--- src/hdl/frl_pkg.sv ---
// Shared types and constants for the frame ring allocator.
`default_nettype none

package frl_pkg;

  // Width of a byte mark (head, tail, capacity, frame marks).
  localparam int unsigned MARK_W = 25;
  // Width of a returned offset.
  localparam int unsigned ADDR_BITS = 24;
  // Allocations are rounded up to a multiple of 256 bytes.
  localparam int unsigned ROUND_MASK = 255;
  // Default depth of the frame mark queue.
  localparam int unsigned FRAME_DEPTH_DEF = 8;

  typedef enum logic [1:0] {
    OP_ALLOC  = 2'd0,
    OP_FINISH = 2'd1,
    OP_POP    = 2'd2,
    OP_NONE   = 2'd3
  } opcode_t;

  typedef enum logic [1:0] {
    ST_OK     = 2'd0,
    ST_FULL   = 2'd1,
    ST_QFULL  = 2'd2,
    ST_QEMPTY = 2'd3
  } status_t;

  typedef struct packed {
    opcode_t             opcode;
    logic [MARK_W-1:0]   size;
  } in_item_t;

  typedef struct packed {
    logic [ADDR_BITS-1:0] offset;
    status_t              status;
  } out_item_t;

  // Commands from the controller to the datapath.
  typedef struct packed {
    logic load;    // capture the input item
    logic commit;  // execute the captured item and load the result register
  } dp_cmd_t;

  // Status from the datapath.
  typedef struct packed {
    logic queue_empty;
    logic queue_full;
  } dp_status_t;

endpackage

`default_nettype wire

--- src/hdl/frame_ring_allocator.sv ---
// Frame ring allocator top level: controller, datapath and checks.
// A result is written to the output register when its item commits in the execute state,
// which waits while out_stall holds an older result. One item is held until it commits;
// a pending result waits in the output register, so the next item is taken meanwhile.
// Reset (rst_n low, synchronous) clears head, tail, capacity and the frame queue count;
// the frame mark RAM is not cleared, since the count guards every read of it.
`default_nettype none

module frame_ring_allocator #(
  parameter int unsigned FRAME_DEPTH = frl_pkg::FRAME_DEPTH_DEF
) (
  input  wire logic                       clk,
  input  wire logic                       rst_n,
  input  wire logic                       in_valid,
  output logic                            in_stall,
  input  wire frl_pkg::in_item_t          in_data,
  output logic                            out_valid,
  input  wire logic                       out_stall,
  output frl_pkg::out_item_t              out_data,
  input  wire logic                       cfg_wr_en,
  input  wire logic [frl_pkg::MARK_W-1:0] cfg_wr_data
);
  import frl_pkg::*;

  dp_cmd_t    cmd;
  dp_status_t sts;

  frl_ctrl u_ctrl (
    .clk       (clk),
    .rst_n     (rst_n),
    .in_valid  (in_valid),
    .in_stall  (in_stall),
    .out_valid (out_valid),
    .out_stall (out_stall),
    .cmd       (cmd)
  );

  frl_dp #(
    .FRAME_DEPTH (FRAME_DEPTH)
  ) u_dp (
    .clk         (clk),
    .rst_n       (rst_n),
    .cfg_wr_en   (cfg_wr_en),
    .cfg_wr_data (cfg_wr_data),
    .in_data     (in_data),
    .cmd         (cmd),
    .out_data    (out_data),
    .sts         (sts)
  );

  // Only one item is held: a transfer in closes the input for the next cycle.
  assert property (@(posedge clk) disable iff (!rst_n)
    in_valid && !in_stall |=> in_stall)
    else $error("input accepted while an item is in flight");

  // The frame queue cannot be empty and full at once.
  assert property (@(posedge clk) disable iff (!rst_n)
    !(sts.queue_empty && sts.queue_full))
    else $error("frame queue both empty and full");

  // Any result other than a grant carries a zero offset.
  assert property (@(posedge clk) disable iff (!rst_n)
    out_valid && out_data.status != ST_OK |-> out_data.offset == '0)
    else $error("nonzero offset on a refused result");

endmodule

`default_nettype wire

--- src/hdl/frl_ram.sv ---
// Generic single-write, single-read RAM with registered read data.
`default_nettype none

module frl_ram #(
  parameter int unsigned WIDTH = 25,
  parameter int unsigned DEPTH = 8,
  localparam int unsigned AW = (DEPTH > 1) ? $clog2(DEPTH) : 1
) (
  input  wire logic             clk,
  input  wire logic             we,
  input  wire logic [AW-1:0]    waddr,
  input  wire logic [WIDTH-1:0] wdata,
  input  wire logic [AW-1:0]    raddr,
  output logic      [WIDTH-1:0] rdata
);

  logic [WIDTH-1:0] mem [DEPTH];

  // Write port and registered read port.
  always_ff @(posedge clk) begin
    if (we) begin
      mem[waddr] <= wdata;
    end
    rdata <= mem[raddr];
  end

endmodule

`default_nettype wire

--- src/hdl/frl_ctrl.sv ---
// Controller for the frame ring allocator: input handshake and result valid.
`default_nettype none

module frl_ctrl (
  input  wire logic           clk,
  input  wire logic           rst_n,
  input  wire logic           in_valid,
  output logic                in_stall,
  output logic                out_valid,
  input  wire logic           out_stall,
  output frl_pkg::dp_cmd_t    cmd
);
  import frl_pkg::*;

  typedef enum logic {
    S_IDLE,
    S_EXEC
  } state_t;

  state_t state_r, state_nxt;
  logic   out_valid_r, out_valid_nxt;
  logic   slot_free;

  // The result register is free when empty or being drained this cycle.
  assign slot_free = !out_valid_r || !out_stall;

  assign in_stall   = (state_r != S_IDLE);
  assign out_valid  = out_valid_r;
  assign cmd.load   = (state_r == S_IDLE) && in_valid;
  assign cmd.commit = (state_r == S_EXEC) && slot_free;

  // Next state and result valid.
  always_comb begin
    state_nxt     = state_r;
    out_valid_nxt = out_valid_r && out_stall;
    unique case (state_r)
      S_IDLE: begin
        if (in_valid) begin
          state_nxt = S_EXEC;
        end
      end
      S_EXEC: begin
        if (slot_free) begin
          state_nxt     = S_IDLE;
          out_valid_nxt = 1'b1;
        end
      end
      default: begin
        state_nxt = S_IDLE;
      end
    endcase
  end

  // State and registered outputs.
  always_ff @(posedge clk) begin
    if (!rst_n) begin
      state_r     <= S_IDLE;
      out_valid_r <= 1'b0;
    end else begin
      state_r     <= state_nxt;
      out_valid_r <= out_valid_nxt;
    end
  end

endmodule

`default_nettype wire

--- src/hdl/frl_dp.sv ---
// Datapath for the frame ring allocator: marks, capacity, frame queue, result.
`default_nettype none

module frl_dp #(
  parameter int unsigned FRAME_DEPTH = frl_pkg::FRAME_DEPTH_DEF
) (
  input  wire logic                       clk,
  input  wire logic                       rst_n,
  input  wire logic                       cfg_wr_en,
  input  wire logic [frl_pkg::MARK_W-1:0] cfg_wr_data,
  input  wire frl_pkg::in_item_t          in_data,
  input  wire frl_pkg::dp_cmd_t           cmd,
  output frl_pkg::out_item_t              out_data,
  output frl_pkg::dp_status_t             sts
);
  import frl_pkg::*;

  localparam int unsigned PTR_W = (FRAME_DEPTH > 1) ? $clog2(FRAME_DEPTH) : 1;
  localparam int unsigned CNT_W = $clog2(FRAME_DEPTH + 1);
  localparam logic [PTR_W-1:0] PTR_LAST = PTR_W'(FRAME_DEPTH - 1);
  localparam logic [CNT_W-1:0] CNT_FULL = CNT_W'(FRAME_DEPTH);

  // Captured item.
  opcode_t           op_r;
  logic [MARK_W-1:0] size_r;

  // Allocator state.
  logic [MARK_W-1:0] cap_r, head_r, tail_r;
  logic [MARK_W-1:0] head_nxt, tail_nxt;
  logic [PTR_W-1:0]  rd_ptr_r, wr_ptr_r, rd_ptr_nxt, wr_ptr_nxt;
  logic [CNT_W-1:0]  cnt_r, cnt_nxt;

  // Result register.
  out_item_t out_r, out_nxt;

  // Frame mark queue storage.
  logic              mark_we;
  logic [MARK_W-1:0] mark_rdata;

  // Allocation arithmetic.
  logic [MARK_W:0]   span_from_tail;
  logic              wrap;
  logic [MARK_W-1:0] start;
  logic [MARK_W:0]   span_end;
  logic              too_big;
  logic              blocked;
  logic [MARK_W:0]   rounded;

  logic q_empty, q_full;

  assign q_empty = (cnt_r == '0);
  assign q_full  = (cnt_r == CNT_FULL);
  assign sts.queue_empty = q_empty;
  assign sts.queue_full  = q_full;
  assign out_data = out_r;

  // Start offset: at the tail, or back at zero if the span overruns capacity.
  assign span_from_tail = {1'b0, tail_r} + {1'b0, size_r};
  assign wrap     = span_from_tail > {1'b0, cap_r};
  assign start    = wrap ? '0 : tail_r;
  assign span_end = {1'b0, start} + {1'b0, size_r};
  assign too_big  = size_r > cap_r;
  assign blocked  = (start < head_r) && (span_end >= {1'b0, head_r});
  assign rounded  = ({1'b0, size_r} + (MARK_W + 1)'(ROUND_MASK))
                    & ~((MARK_W + 1)'(ROUND_MASK));

  frl_ram #(
    .WIDTH (MARK_W),
    .DEPTH (FRAME_DEPTH)
  ) u_marks (
    .clk   (clk),
    .we    (mark_we),
    .waddr (wr_ptr_r),
    .wdata (tail_r),
    .raddr (rd_ptr_r),
    .rdata (mark_rdata)
  );

  // Execute the captured item. The read pointer changes only on a commit and the
  // controller passes through idle between commits, so the registered mark read is current.
  always_comb begin
    head_nxt   = head_r;
    tail_nxt   = tail_r;
    rd_ptr_nxt = rd_ptr_r;
    wr_ptr_nxt = wr_ptr_r;
    cnt_nxt    = cnt_r;
    out_nxt    = out_r;
    mark_we    = 1'b0;
    if (cmd.commit) begin
      out_nxt.offset = '0;
      out_nxt.status = ST_OK;
      unique case (op_r)
        OP_ALLOC: begin
          if (too_big || blocked) begin
            out_nxt.status = ST_FULL;
          end else begin
            tail_nxt       = start + rounded[MARK_W-1:0];
            out_nxt.offset = start[ADDR_BITS-1:0];
          end
        end
        OP_FINISH: begin
          if (q_full) begin
            out_nxt.status = ST_QFULL;
          end else begin
            mark_we    = 1'b1;
            wr_ptr_nxt = (wr_ptr_r == PTR_LAST) ? '0 : wr_ptr_r + 1'b1;
            cnt_nxt    = cnt_r + 1'b1;
          end
        end
        OP_POP: begin
          if (q_empty) begin
            out_nxt.status = ST_QEMPTY;
          end else begin
            head_nxt   = mark_rdata;
            rd_ptr_nxt = (rd_ptr_r == PTR_LAST) ? '0 : rd_ptr_r + 1'b1;
            cnt_nxt    = cnt_r - 1'b1;
          end
        end
        OP_NONE: begin
          out_nxt.status = ST_OK;
        end
        default: begin
          out_nxt.status = ST_OK;
        end
      endcase
    end
  end

  // Control state: marks, pointers, count and capacity.
  always_ff @(posedge clk) begin
    if (!rst_n) begin
      cap_r    <= '0;
      head_r   <= '0;
      tail_r   <= '0;
      rd_ptr_r <= '0;
      wr_ptr_r <= '0;
      cnt_r    <= '0;
    end else begin
      if (cfg_wr_en) begin
        cap_r <= cfg_wr_data;
      end
      head_r   <= head_nxt;
      tail_r   <= tail_nxt;
      rd_ptr_r <= rd_ptr_nxt;
      wr_ptr_r <= wr_ptr_nxt;
      cnt_r    <= cnt_nxt;
    end
  end

  // Captured item and result payload.
  always_ff @(posedge clk) begin
    if (cmd.load) begin
      op_r   <= in_data.opcode;
      size_r <= in_data.size;
    end
    out_r <= out_nxt;
  end

endmodule

`default_nettype wire
--- config.mk ---
export PLATFORM = sky130hd
export DESIGN_NAME = frame_ring_allocator
export DESIGN_NICKNAME = d
export VERILOG_FILES = /design/src/hdl/frl_pkg.sv /design/src/hdl/frame_ring_allocator.sv /design/src/hdl/frl_ram.sv /design/src/hdl/frl_ctrl.sv /design/src/hdl/frl_dp.sv
export SDC_FILE = /design/constraint.sdc
export NUM_CORES = 1
export LEC_CHECK = 0
export ABC_CLOCK_PERIOD_IN_PS = 7700
export BUFFER_PORTS_ARGS = -buffer_cell sky130_fd_sc_hd__buf_2
export CORE_MARGIN = 1.5
export CORE_UTILIZATION = 40
export CTS_CLUSTER_SIZE = 20
export DETAILED_ROUTE_END_ITERATION = 6
export REMOVE_ABC_BUFFERS = 1
export SYNTH_ARGS = -nofsm -noshare
export SYNTH_HDL_FRONTEND = slang
export SYNTH_HIERARCHICAL = 1
export SYNTH_SLANG_ARGS = --single-unit
--- constraint.sdc ---
create_clock -name clk -period 7.7 [get_ports clk]
set_input_delay 1.155 -clock clk [delete_from_list [all_inputs] [get_ports clk]]
set_output_delay 1.155 -clock clk [all_outputs]
set_load 0.02 [all_outputs]
==> impl_table.tex <==
\begin{tabular}{lr}
\hline
Metric & Value \\
\hline
\multicolumn{2}{l}{\textbf{Status}} \\
Run status & complete, but fails checks \\
Violated checks & setup timing \\
\multicolumn{2}{l}{\textbf{Worst hold path}} \\
Worst Hold Class & flop to flop \\
\multicolumn{2}{l}{\textbf{Clock network}} \\
Buffer levels on the longest clock path & 3 \\
TritonCTS clock tree & built \\
Clock Tree Root & clkbuf\_16 \\
Number of buffers created by CTS & 40 \\
Number of buffers added to fix hold violations after cts & 0 \\
H-tree depth reported by CTS & 2 \\
Clock insertion delay at the later pin of the skew report & 0.57 ns \\
Register clock-pin slew on the reported worst setup and hold paths & 0.06 ns \\
Total clock sinks & 365 \\
\multicolumn{2}{l}{\textbf{STA}} \\
Final Hold Viols & 0 \\
Final critical-path required period & 8.20 ns \\
Final hold slack & 0.440 ns \\
Slew headroom & 11.4\% \\
Slew at the pin closest to its max-slew limit & 1.33 ns \\
Setup TNS Final & -23.42 ns \\
Worst Slack Setup Final & -0.503 ns \\
Final critical-path share of the clock period & 107\% \\
RSZ-0062 raised after global routing & yes \\
Peak Freq & 122 MHz \\
Final setup fails & 50 \\
Final Skew & 0.0109 ns \\
Max Transition Viols Final & 0 \\
\multicolumn{2}{l}{\textbf{Floorplan}} \\
Height of the die & 222 µm \\
Placeable core region & 0.0475 mm² \\
I/O pin cnt & 85 \\
DIE AREA & 0.0493 mm² \\
Core Rows & 80 \\
Starting density of the core & 40.4\% \\
Horizontal die dimension & 222 µm \\
\multicolumn{2}{l}{\textbf{Critical path}} \\
Worst EP required & 8.03 ns \\
Slowest stage cell, crit path & or4b\_4 \\
Startpoint types & flop \\
Crit. End Element & flop \\
Critical path's largest stage delay & 0.51 ns \\
Highest fanout seen on the critical path & 7 \\
Arrival @ worst endpoint & 8.53 ns \\
Start-to-end type of the worst setup path & flop to flop \\
Most Frequent Cell on Critical Path & buf\_4 \\
\multicolumn{2}{l}{\textbf{Pwr}} \\
Cell area power density & 189 mW/mm² \\
Switching power share of the total & 23.4\% \\
Clock network power share & 42.8\% \\
Switch Pwr & 1.08 mW \\
Worst IR Drop VDD & 155 µV \\
Logic pwr share & 11.1\% \\
Leakage dissipation & 9.46 nW \\
Design Power & 4.63 mW \\
Reg power frac & 46.0\% \\
Power Internal & 3.54 mW \\
\multicolumn{2}{l}{\textbf{Route}} \\
DR vias/cell & 5.35 \\
Number of detailed-route iterations in the first pass & 5 \\
Starting DRT DRC Count & 782 \\
\# DRC & 0 \\
Routed wire length per instance & 19.5 µm \\
Sum of routed wire length over all layers & 49.9 mm \\
Antenna-violating nets left & 0 \\
Total number of vias & 13,720 \\
\multicolumn{2}{l}{\textbf{Layout}} \\
Final Net Count & 2,152 \\
Fraction of layout instances using a drive strength above 1 & 30.2\% \\
Final cell count without fillers & 2,566 \\
Area growth from synthesis to final layout & 27.3\% \\
Number of inserted diodes & 0 \\
\multicolumn{2}{l}{\textbf{Flow run}} \\
Max-cap violations & 0 \\
\multicolumn{2}{l}{\textbf{Logic synthesis}} \\
Combined area of all synthesized cells & 0.0192 mm² \\
Post-Synthesis Cells & 1,575 \\
Yosys warnings & 6 \\
Syn\_area\_per\_cell & 12.2 µm² \\
\multicolumn{2}{l}{\textbf{Placement}} \\
Number of buffer cells added on primary ports & 84 \\
RD Place Congestion & 0.884 \\
Post-DP HPWL & 34.2 mm \\
Dpl ws & -1.30 ns \\
Cell total after placement & 2,461 \\
\multicolumn{2}{l}{\textbf{Global routing}} \\
Number of global-route vias before repair & 13,903 \\
GRT Overall Usage & 20.1\% \\
Wire length of the first global-routing pass & 76.7 mm \\
Largest net degree at the start of global routing & 61 \\
Total congestion overflow & 0 \\
Initial antenna violation count & 0 \\
\hline
\end{tabular}
==> final cells by class <==
type,instances,area (µm²)
clock buffers,54,1110
multi-input cells,1092,9620
flip-flops and latches,365,9840
clock inverters,19,263
inverters,72,270
fillers,4100,23100
repair buffers,349,2580
well taps,615,769
==> path summary, 6_finish.rpt <==
check | from | cells after the start | endpoint | slack (ns)
setup reg to reg | u_dp/size_r[0] | 42 | u_dp/out_data[22] | -0.50
hold / removal | u_dp/u_marks/rdata[20] | 2 | u_dp/head_r[20] | 0.44
hold reg to reg | u_dp/u_marks/rdata[20] | 2 | u_dp/head_r[20] | 0.44
setup / recovery | u_dp/size_r[0] | 42 | u_dp/out_data[22] | -0.50
==> stage by stage <==
stage	area [µm²]	util, %
floorplan	19000	-
global placement	22000	46.2
detailed placement	22000	46.2
CTS	24000	50.5
global route	24500	51.4
finish	24500	51.4
==> worst max-delay path: cells and delay by family, from the launching register on <==
kind | cells | cell delay, ns
DFF | 1 | 0.39
adders and majority gates | 6 | 1.47
and+or+nand+nor | 14 | 2.67
xor gates and xnor gates | 2 | 0.28
AOI/OAI and AO/OA | 16 | 2.61
buffers and inverters | 4 | 0.51
==> metal layers <==
| metal | vias up | track usage [%] | share of wire [%] |
|---|---|---|---|
| met3 | 67 | 2.62 | 4.7 |
| li1 | 6666 | - | - |
| met4 | 0 | 6.08 | 2.2 |
| met5 | - | 0 | 0 |
| met1 | 6689 | 27.7 | 47 |
| met2 | 298 | 32.9 | 46 |
==> power groups by stage <==
stage | clock network, mW | registers [mW] | logic (mW)
finish | 1.98 | 2.13 | 0.514
global placement | 0 | 2.17 | 0.401
CTS | 2.03 | 2.13 | 0.484
global route | 2.11 | 2.13 | 0.561
detailed placement | 0 | 2.17 | 0.412
floorplan | 0 | 2.18 | 0.217
==> cells in the final DEF (no fill, tap or decap), types with 13 or more instances in the layout <==
cell type and count:
xnor2_1 52, nand2_1 104, inv_1 70, a21o_1 30
nor3_1 14, a21oi_2 16, a21oi_1 107, clkbuf_16 43
o21ai_2 22, and2_1 35, buf_2 84, mux4_1 50
ha_1 155, buf_4 247, and3_1 14, o21a_1 13
edfxtp_1 253, and2_4 24, nor2b_1 15, dfxtp_1 109
mux2_2 25, o21ai_0 36, mux2i_1 29, ha_4 15
xor2_1 15, nand4_1 29, nor2_1 90, nand3_1 26
==> what timing repair did <==
item                       CTS  global route
setup endpoints to repair   50            50
gates resized for setup     93            80
pin swaps                   49            54
cloned                       4             3
setup buffers               20             5
==> sequential cells by signal, summed over array words and instances (netlist names) <==
| register | cells |
|---|---|
| u_dp/rd_ptr_r | 3 |
| u_ctrl/out_valid | 1 |
| u_dp/size_r | 25 |
| u_dp/head_r | 25 |
| u_dp/u_marks/mem | 200 |
| u_ctrl/in_stall | 1 |
| u_dp/u_marks/rdata | 25 |
| u_dp/cnt_r | 4 |
| u_dp/out_data | 26 |
| u_dp/cap_r | 25 |
| u_dp/wr_ptr_r | 3 |
| u_dp/op_r | 2 |
| u_dp/tail_r | 25 |
No activity file was read; power rests on OpenSTA's default activity.
